<file path="src/design/ets_pkg.sv">
// Shared constants, codes and types of the edge score pipeline.
package ets_pkg;

	localparam int PROB_FRACTION_BITS = 16;
	localparam int PROB_W = PROB_FRACTION_BITS + 1;
	localparam int REG_W = 16;
	localparam int ADDR_W = 64;
	localparam int SIZE_W = 32;
	localparam int COUNT_W = 32;
	localparam int SCORE_W = 48;
	localparam int CFG_INDEX_W = 3;
	localparam int WP_W = REG_W + PROB_W;
	localparam int SUM_W = WP_W + COUNT_W;

	localparam logic [REG_W-1:0] FALL_WEIGHT_RST = 16'd4096;
	localparam logic [REG_W-1:0] FWD_WEIGHT_RST = 16'd410;
	localparam logic [REG_W-1:0] BWD_WEIGHT_RST = 16'd410;
	localparam logic [REG_W-1:0] FWD_LIMIT_RST = 16'd1024;
	localparam logic [REG_W-1:0] BWD_LIMIT_RST = 16'd640;

	typedef enum logic [1:0] {
		KIND_FALL = 2'd0,
		KIND_FWD = 2'd1,
		KIND_BWD = 2'd2,
		KIND_OUT = 2'd3
	} edge_kind_t;

	typedef enum logic [CFG_INDEX_W-1:0] {
		REG_FALL_WEIGHT = 3'd0,
		REG_FWD_WEIGHT = 3'd1,
		REG_BWD_WEIGHT = 3'd2,
		REG_FWD_LIMIT = 3'd3,
		REG_BWD_LIMIT = 3'd4
	} cfg_reg_t;

	typedef struct packed {
		logic [COUNT_W-1:0] count;
		logic [REG_W-1:0] weight;
		edge_kind_t kind;
	} div_side_t;

endpackage

</file>
<file path="src/design/ets_prob_div.sv">
// Pipelined fraction divider: one quotient bit per stage, floor(rem * 2^P / lim) for rem < lim.
module ets_prob_div
	import ets_pkg::*;
(
	input  logic clk,
	input  logic arst_n,
	input  logic en,
	input  logic in_valid,
	input  logic [REG_W-1:0] in_rem,
	input  logic [REG_W-1:0] in_lim,
	input  div_side_t in_side,
	output logic out_valid,
	output logic [PROB_FRACTION_BITS-1:0] out_quot,
	output div_side_t out_side
);

	logic valid_s [PROB_FRACTION_BITS];
	logic [REG_W-1:0] rem_s [PROB_FRACTION_BITS];
	logic [REG_W-1:0] lim_s [PROB_FRACTION_BITS];
	logic [PROB_FRACTION_BITS-1:0] quot_s [PROB_FRACTION_BITS];
	div_side_t side_s [PROB_FRACTION_BITS];

	for (genvar i = 0; i < PROB_FRACTION_BITS; i++) begin : g_stage
		logic valid_prev;
		logic [REG_W-1:0] rem_prev;
		logic [REG_W-1:0] lim_prev;
		logic [PROB_FRACTION_BITS-1:0] quot_prev;
		div_side_t side_prev;
		logic [REG_W:0] trial;
		logic [REG_W:0] diff;
		logic ge;

		if (i == 0) begin : g_first
			assign valid_prev = in_valid;
			assign rem_prev = in_rem;
			assign lim_prev = in_lim;
			assign quot_prev = '0;
			assign side_prev = in_side;
		end else begin : g_next
			assign valid_prev = valid_s[i-1];
			assign rem_prev = rem_s[i-1];
			assign lim_prev = lim_s[i-1];
			assign quot_prev = quot_s[i-1];
			assign side_prev = side_s[i-1];
		end

		assign trial = {rem_prev, 1'b0};
		assign diff = trial - {1'b0, lim_prev};
		assign ge = trial >= {1'b0, lim_prev};

		always_ff @(posedge clk or negedge arst_n) begin
			if (!arst_n) begin
				valid_s[i] <= 1'b0;
			end else if (en) begin
				valid_s[i] <= valid_prev;
			end
		end

		always_ff @(posedge clk) begin
			if (en) begin
				rem_s[i] <= ge ? diff[REG_W-1:0] : trial[REG_W-1:0];
				lim_s[i] <= lim_prev;
				quot_s[i] <= {quot_prev[PROB_FRACTION_BITS-2:0], ge};
				side_s[i] <= side_prev;
			end
		end
	end

	assign out_valid = valid_s[PROB_FRACTION_BITS-1];
	assign out_quot = quot_s[PROB_FRACTION_BITS-1];
	assign out_side = side_s[PROB_FRACTION_BITS-1];

endmodule
</file>
<file path="config.mk">
export PLATFORM = sky130hd
export DESIGN_NAME = ets_prob_div
export DESIGN_NICKNAME = d
export VERILOG_FILES = /design/src/design/ets_pkg.sv /design/src/design/ets_prob_div.sv
export SDC_FILE = /design/constraint.sdc
export NUM_CORES = 1
export LEC_CHECK = 0
export CORE_ASPECT_RATIO = 1.4
export CORE_UTILIZATION = 30
export CTS_CLUSTER_DIAMETER = 150
export CTS_CLUSTER_SIZE = 10
export DETAILED_ROUTE_END_ITERATION = 7
export DONT_BUFFER_PORTS = 1
export SYNTH_ARGS = -nofsm -noshare
export SYNTH_HDL_FRONTEND = slang
export SYNTH_SLANG_ARGS = --single-unit
</file>
<file path="constraint.sdc">
create_clock -name clk -period 3.55 [get_ports clk]
set_input_delay 0.5325 -clock clk [delete_from_list [all_inputs] [get_ports clk]]
set_output_delay 0.5325 -clock clk [all_outputs]
set_load 0.05 [all_outputs]
</file>
==> summary.md, run 1 <==
| Metric | Value |
|---|---|
| Post-synth top area share | `0.732` |
| Vias per cell | `4.48` |
| Initial DRT Pass Iterations | `7` |
| DRC Markers | `0` |
| Critical Path End | `rem_s[1][12]` |
| H-tree lvl count | `4` |
| CP peak stage delay | `0.47 ns` |
| PnR Total Power | `52.2 mW` |
| Share of layout cells above drive strength 1 | `0.0991` |
| Initial antenna violation count | `1` |
| Fillers | `18007` |
| Clk sinks | `1432` |
| DIE AREA | `195000 sq um` |
| Post-DP HPWL | `64300 microns` |
| Final setup vio count | `0` |
| Tot GR Track Use | `0.0963` |
| Register area share after synthesis | `0.739` |
| Final Hold Vio Count | `0` |
| Reg2reg end | `rem_s[1][12]` |
| NetSw | `15.0 mW` |
| Ys async rst share | `0.0112` |
| Post-CTS sizing | `0` |
| Port bufs | `0` |
| Delay-heaviest family, CP | `compound AO/OA/AOI/OAI gates` |
| Drt total wl | `95900 microns` |
| Max_slew headroom | `0.278` |
| Die width | `374 microns` |
| Layout Area Growth over Synthesis | `15.2%` |
| Routed vias | `28612` |
| Syn Inst Count | `3624` |
| Switching power share of the total | `0.288` |
| FMAX | `0.299 GHz` |
| TritonCTS buffer count | `169` |
| Final core occ | `0.349` |
| Worst path cell trace | `inv_1 -> ha_1 -> nor2b_1 -> o21ai_0 -> a21oi_1 -> o221a_2 -> nor4_1 -> o21a_1 -> buf_4 -> a31oi_1 -> a21o_1` |
| Critical-path top delay cell | `edfxtp_1` |
| Crit Path Category | `register to register` |
| Top cells by count, synth | `edfxtp_1 (1416), inv_1 (309), ha_1 (255)` |
| Dpl cells | `6127` |
| Routed len/inst | `15.0 microns` |
| # Max-Cap Violations | `0` |
| Cell count of the worst reg-to-reg path | `11` |
| R2R Path Start | `lim_s[7][1]` |
| Flop pwr share | `0.448` |
| Final worst-path cycle share | `0.942` |
| Min Clock Period, post-route | `3.35 ns` |
| Most common cell in the synthesized netlist | `edfxtp_1` |
| Row count | `190` |
| Main flop type after synthesis | `edfxtp_1` |
| Internal power | `37.2 mW` |
| Post-Syn Area | `58100 sq um` |
| CP Max Fanout | `23` |
| WHS Path Cells | `1` |
| Syn Nets | `3980` |
| First-pass GRT wire length | `152000 microns` |
| CP Data Required Time | `4.06 ns` |
| Gpl congestion | `0.881` |
| Slew Viols, Final | `0` |
| Worst slew pin tran | `1.08 ns` |
| Synth area leader | `edfxtp_1` |
| Worst setup path startpoint | `lim_s[7][1]` |
| EDFF count, synth | `1416` |
| Largest net degree at the start of global routing | `147` |
| Gr ovfl total | `0` |
| Comb pwr share | `0.271` |
| Ports | `153` |
| Number of global-route vias before repair | `29641` |
| Status | `finished, final reports clean` |
| Iteration-0 DRC count of the detailed router | `1506` |
| Non-Filler Instances | `6393` |
| Nets | `4240` |
| Area of the core | `192000 sq um` |
| HP Class | `input pin to register` |
| YS warnings | `0` |
| Syn Area/Cell | `16.0 sq um` |
| Crit path buf inv count | `2` |
| Maximum vdd ir drop | `329 uV` |
| Worst reg-to-reg setup slack | `0.20 ns` |
| Top cells by area, synth | `edfxtp_1 (73%), ha_1 (5.5%), mux2_2 (2.3%), inv_1 (2.0%), a21oi_1 (1.5%)` |
| Flops & latches, synth | `1432` |
| Starting density of the core | `0.303` |
| Die H | `523 microns` |
| Netlist cell types | `80` |
| Detail Route Antenna Nets | `0` |
| CTS max path bufs | `4` |
| Root buf cell | `clkbuf_16` |
| Leakage | `24.6 nW` |
| Clock Skews | `0.0853 ns` |
| Critical Path Sink Type | `register` |
| Cell Pwr Density | `780 nW/um^2` |
| Clock transition at path regs | `0.06 ns` |
| Crit path depth | `11` |
| CTS tree | `done` |
| Clock share of power | `0.281` |
| Crit path DAT | `3.86 ns` |
| Startpoint class of the critical path | `register` |
| Worst-Skew Late Latency | `0.80 ns` |
| RSZ-0062 raised after global routing | `no` |
| Setup TNS | `0 ns` |
==> cell usage in the layout (no fill, tap or decap), drive strengths merged, types with 15 or more instances in the layout <==
master / synthesis / layout
edfxtp: 1416 / 1416
inv: 311 / 315
ha: 255 / 255
a21oi: 181 / 181
clkbuf: 34 / 177
o21ai: 175 / 175
nor2: 153 / 153
nand2: 142 / 142
mux2: 134 / 134
a21o: 98 / 98
xnor2: 97 / 97
dlygate4sd3: 0 / 82
xor2: 71 / 71
buf: 22 / 63
nor2b: 44 / 44
o21a: 44 / 44
nand3: 39 / 39
a211oi: 36 / 36
nand2b: 34 / 34
nor3: 34 / 34
nand4: 24 / 24
a31oi: 22 / 22
o21bai: 17 / 17
o31ai: 17 / 17
dfrtp: 16 / 16
and2: 15 / 15
fa: 15 / 15
==> metal layers <==
| layer | share of wire | track usage |
|---|---|---|
| met1 | 0.40 | 0.105 |
| met3 | 0.042 | 0.0208 |
| met4 | 0.050 | 0.0531 |
| met2 | 0.51 | 0.174 |
| met5 | 0 | 0 |
==> flip-flops by register name (all words and copies together) (netlist names) <==
register / count
g_stage.valid_prev: 15
lim_s: 240
out_valid: 1
rem_s: 240
quot_s: 136
side_s: 800
==> how the worst min path moves through the flow <==
stage	startpoint	end	slack, ns
global placement	arst_n	g_stage[1].valid_prev	0.24
detailed placement	arst_n	g_stage[1].valid_prev	0.24
CTS	en	side_s[15][30]	0.09
floorplan	arst_n	g_stage[10].valid_prev	0.24
global route	en	side_s[15][30]	0.11
finish	en	side_s[15][30]	0.14
==> cell families after synthesis <==
group | count (synthesis) | synth area share
AND/OR/NAND/NOR | 543 | 0.0453
XOR/XNOR | 168 | 0.0253
flip-flops | 1432 | 0.739
AO/OA/AOI/OAI | 701 | 0.0782
multiplexers | 143 | 0.0275
adder cells (fa/ha/maj) | 270 | 0.0601
buffers and inverters | 367 | 0.0244
==> per-stage QoR <==
| step | hold slack, ns | area [sq um] | worst slack, ns |
|---|---|---|---|
| floorplan | 0.237 | 58100 | 0.598 |
| global placement | 0.237 | 61700 | 0.291 |
| detailed placement | 0.237 | 61700 | 0.264 |
| CTS | 0.0881 | 66900 | 0.230 |
| global route | 0.109 | 66900 | 0.0509 |
| finish | 0.141 | 66900 | 0.204 |
==> power groups by stage <==
stage	clock network [mW]	logic (mW)	registers [mW]
floorplan	0	10.8	23.2
global placement	0	13.7	23.7
detailed placement	0	14.0	23.7
CTS	15.4	14.2	23.4
global route	15.9	15.7	23.6
finish	14.7	14.2	23.4
==> area by class of cell <==
cell class / count / area [sq um] / area share
flip-flops and latches: 1432 / 42900 / 0.642
multi-input cells: 1825 / 13700 / 0.205
clock buffers: 177 / 4300 / 0.0643
well taps: 2496 / 3120 / 0.0467
repair buffers: 145 / 1540 / 0.0230
inverters: 311 / 1170 / 0.0175
clock inverters: 6 / 106 / 0.00159
diodes: 1 / 2.50 / 0.0000374
==> what timing repair did <==
action / in CTS / in global routing
endpoints found under the hold margin: 98 / 0
buffers inserted: 0 / 0
hold buffers: 82 / 0
==> worst reg2reg max path, cell delays in order, from the launching register on <==
cell and delay (ns):
edfxtp_1 0.47, inv_1 0.08, ha_1 0.29, nor2b_1 0.13, o21ai_0 0.32, a21oi_1 0.17
o221a_2 0.31, nor4_1 0.44, o21a_1 0.35, buf_4 0.29, a31oi_1 0.07, a21o_1 0.15
No activity file was read; power rests on OpenSTA's default activity.
==> run 2: changes to the inputs <==
==> constraint.sdc (replaced) <==
create_clock -name clk -period 3.71 [get_ports clk]
set_input_delay 0.5565 -clock clk [delete_from_list [all_inputs] [get_ports clk]]
set_output_delay 0.5565 -clock clk [all_outputs]
set_load 0.05 [all_outputs]
==> run 2 against run 1 <==
Sequential power fell by 4%. Count of clock-buffer cells in the layout unchanged. Non-clock buffer count is 7 higher. Clock skew down 0.0071 ns. Cell area about the same. First-iteration DRC count is 4.4% lower. Combinational power decreased by 5%. Critical path type unchanged. Critical endpoint is now rem_s[1][84]. Highest routed layer unchanged.
==> summary.md, run 2 (synthesis results as in run 1) <==
| Metric | Value |
|---|---|
| CTS tree | `done` |
| Starting density of the core | `0.303 (unchanged)` |
| Nets | `4247 (+0.17%)` |
| Startpoint class of the critical path | `register` |
| Row count | `190 (unchanged)` |
| Worst-Skew Late Latency | `0.81 ns (about the same)` |
| CP Data Required Time | `4.25 ns (+0.19 ns)` |
| Post-DP HPWL | `64500 microns (+0.29%)` |
| Max reg flops | `800 (unchanged)` |
| Fillers | `18003 (-0.022%)` |
| Worst slew pin tran | `1.08 ns (-0.00564 ns)` |
| Clk sinks | `1432 (unchanged)` |
| Top Registers | `side_s x800, lim_s x240, rem_s x240` |
| FMAX | `0.296 GHz (-0.88%)` |
| Status | `finished, final reports clean` |
| Setup bufs post-CTS | `0 (unchanged)` |
| Setup TNS | `0 ns (unchanged)` |
| Clock share of power | `0.280 (about the same)` |
| Gpl congestion | `0.863 (-2.0%)` |
| # Max-Cap Violations | `0 (unchanged)` |
| Ports | `153 (unchanged)` |
| Routed vias | `28530 (-0.29%)` |
| Final setup vio count | `0 (unchanged)` |
| Clock transition at path regs | `0.05 ns (about the same)` |
| Tot GR Track Use | `0.0969 (+0.000610)` |
| Die H | `523 microns (unchanged)` |
| Crit Path Category | `register to register` |
| Largest net degree at the start of global routing | `113 (-23%)` |
| Switching power share of the total | `0.290 (+0.00180)` |
| First-pass GRT wire length | `153000 microns (+0.36%)` |
| H-tree lvl count | `4 (unchanged)` |
| NetSw | `14.4 mW (-4.1%)` |
| Area of the core | `192000 sq um (unchanged)` |
| Maximum vdd ir drop | `322 uV (-2.2%)` |
| HP Class | `input pin to register` |
| Iteration-0 DRC count of the detailed router | `1440 (-4.4%)` |
| Critical Path Sink Type | `register` |
| Gr ovfl total | `0 (unchanged)` |
| Layout Area Growth over Synthesis | `15.3% (about the same)` |
| Final Hold Vio Count | `0 (unchanged)` |
| Root buf cell | `clkbuf_16` |
| DIE AREA | `195000 sq um (unchanged)` |
| Detail Route Antenna Nets | `0 (unchanged)` |
| Share of layout cells above drive strength 1 | `0.100 (+0.00136)` |
| Internal power | `35.3 mW (-4.9%)` |
| RSZ-0062 raised after global routing | `no` |
| Routed len/inst | `15.1 microns (+0.34%)` |
| Slew Viols, Final | `0 (unchanged)` |
| Leakage | `24.7 nW (about the same)` |
| Number of global-route vias before repair | `29632 (-0.030%)` |
| Post-CTS sizing | `0 (unchanged)` |
| Cell Pwr Density | `743 nW/um^2 (-4.7%)` |
| DRC Markers | `0 (unchanged)` |
| Initial antenna violation count | `1 (unchanged)` |
| TritonCTS buffer count | `169 (unchanged)` |
| Flop pwr share | `0.449 (about the same)` |
| Die width | `374 microns (unchanged)` |
| Most common cell after layout, fill and taps aside | `edfxtp_1` |
| CTS max path bufs | `4 (unchanged)` |
| Vias per cell | `4.46 (-0.40%)` |
| Drt total wl | `96300 microns (+0.45%)` |
| Port bufs | `0 (unchanged)` |
| Final core occ | `0.349 (about the same)` |
| Sequential cell area | `42900 sq um (unchanged)` |
| Crit path DAT | `3.91 ns (+0.05 ns)` |
| Initial DRT Pass Iterations | `5 (-2)` |
| Min Clock Period, post-route | `3.38 ns (+0.0297 ns)` |
| Multi-input logic area | `13700 sq um (unchanged)` |
| Comb pwr share | `0.271 (about the same)` |
| Final worst-path cycle share | `0.910 (-0.0326)` |
| CP Max Fanout | `12 (-48%)` |
| Most frequent cells in the layout | `edfxtp_1 (1416), inv_1 (309), ha_1 (255), a21oi_1 (177), o21ai_0 (171)` |
| Clock Skews | `0.0782 ns (-0.00706 ns)` |
| Max_slew headroom | `0.282 (+0.00376)` |
| Most flop-heavy register | `side_s` |
run 2: critical path, cell delays in order (launching register included):
cell,delay (ns)
edfxtp_1,0.42
ha_1,0.33
nor2b_1,0.13
o21a_1,0.19
o21ai_0,0.34
a21oi_1,0.22
a221oi_1,0.58
a21o_1,0.51
mux2_2,0.40
run 2: layout make-up:
class	count	area share
Tap cell	2496	0.0467
Clock buffer	177	0.0640
Sequential cell	1432	0.641
Multi-Input combinational cell	1825	0.205
Inverter	311	0.0174
Antenna cell	1	0.0000374
Timing Repair Buffer	152	0.0243
Clock inverter	6	0.00107
run 2: through the flow:
stage	instance area [sq um]	worst slack, ns	std cells	hold WS, ns	total power, mW
after floorplan	58100	0.758	3624	0.261	32.5
after global placement	61800	0.446	6134	0.261	35.7
after detailed placement	61800	0.396	6134	0.261	36.0
after CTS	66900	0.386	6399	0.0773	50.4
after global routing	66900	0.239	6400	0.0982	52.6
final	66900	0.335	6400	0.143	49.7
run 2: final timing paths:
check / from / to / slack [ns] / cells after the start
setup / recovery: rem_s[1][64] / rem_s[1][84] / 0.33 / 8
hold / removal: in_rem[12] / rem_s[0][13] / 0.14 / 2
setup reg to reg: rem_s[1][64] / rem_s[1][84] / 0.33 / 8
hold reg to reg: side_s[8][23] / side_s[9][23] / 0.39 / 0
max in group asynchronous: arst_n / g_stage[4].valid_prev / 2.96 / 1
min in group asynchronous: arst_n / g_stage[15].valid_prev / 0.29 / 1
run 2: layer usage:
metal / vias up / global-route usage / routed length [microns]
met5: - / 0 / 0
met4: 0 / 0.0542 / 4830
met3: 272 / 0.0216 / 4020
met2: 531 / 0.176 / 49200
met1: 13604 / 0.103 / 38300
li1: 14123 / - / -
run 2: what timing repair did:
| action | 4_1_cts | 5_1_grt |
|---|---|---|
| hold buffers | 82 | 0 |
| endpoints found under the hold margin | 98 | 0 |
| endpoints found under the setup margin | 0 | 0 |
run 2: power groups by stage:
stage	Combinational, mW	Clock (mW)	Sequential, mW
3_5_place_dp	13.3	0	22.7
5_1_grt	15.0	15.1	22.6
6_report	13.5	13.9	22.4
3_3_place_gp	13.0	0	22.7
2_1_floorplan	10.3	0	22.2
4_1_cts	13.5	14.6	22.4
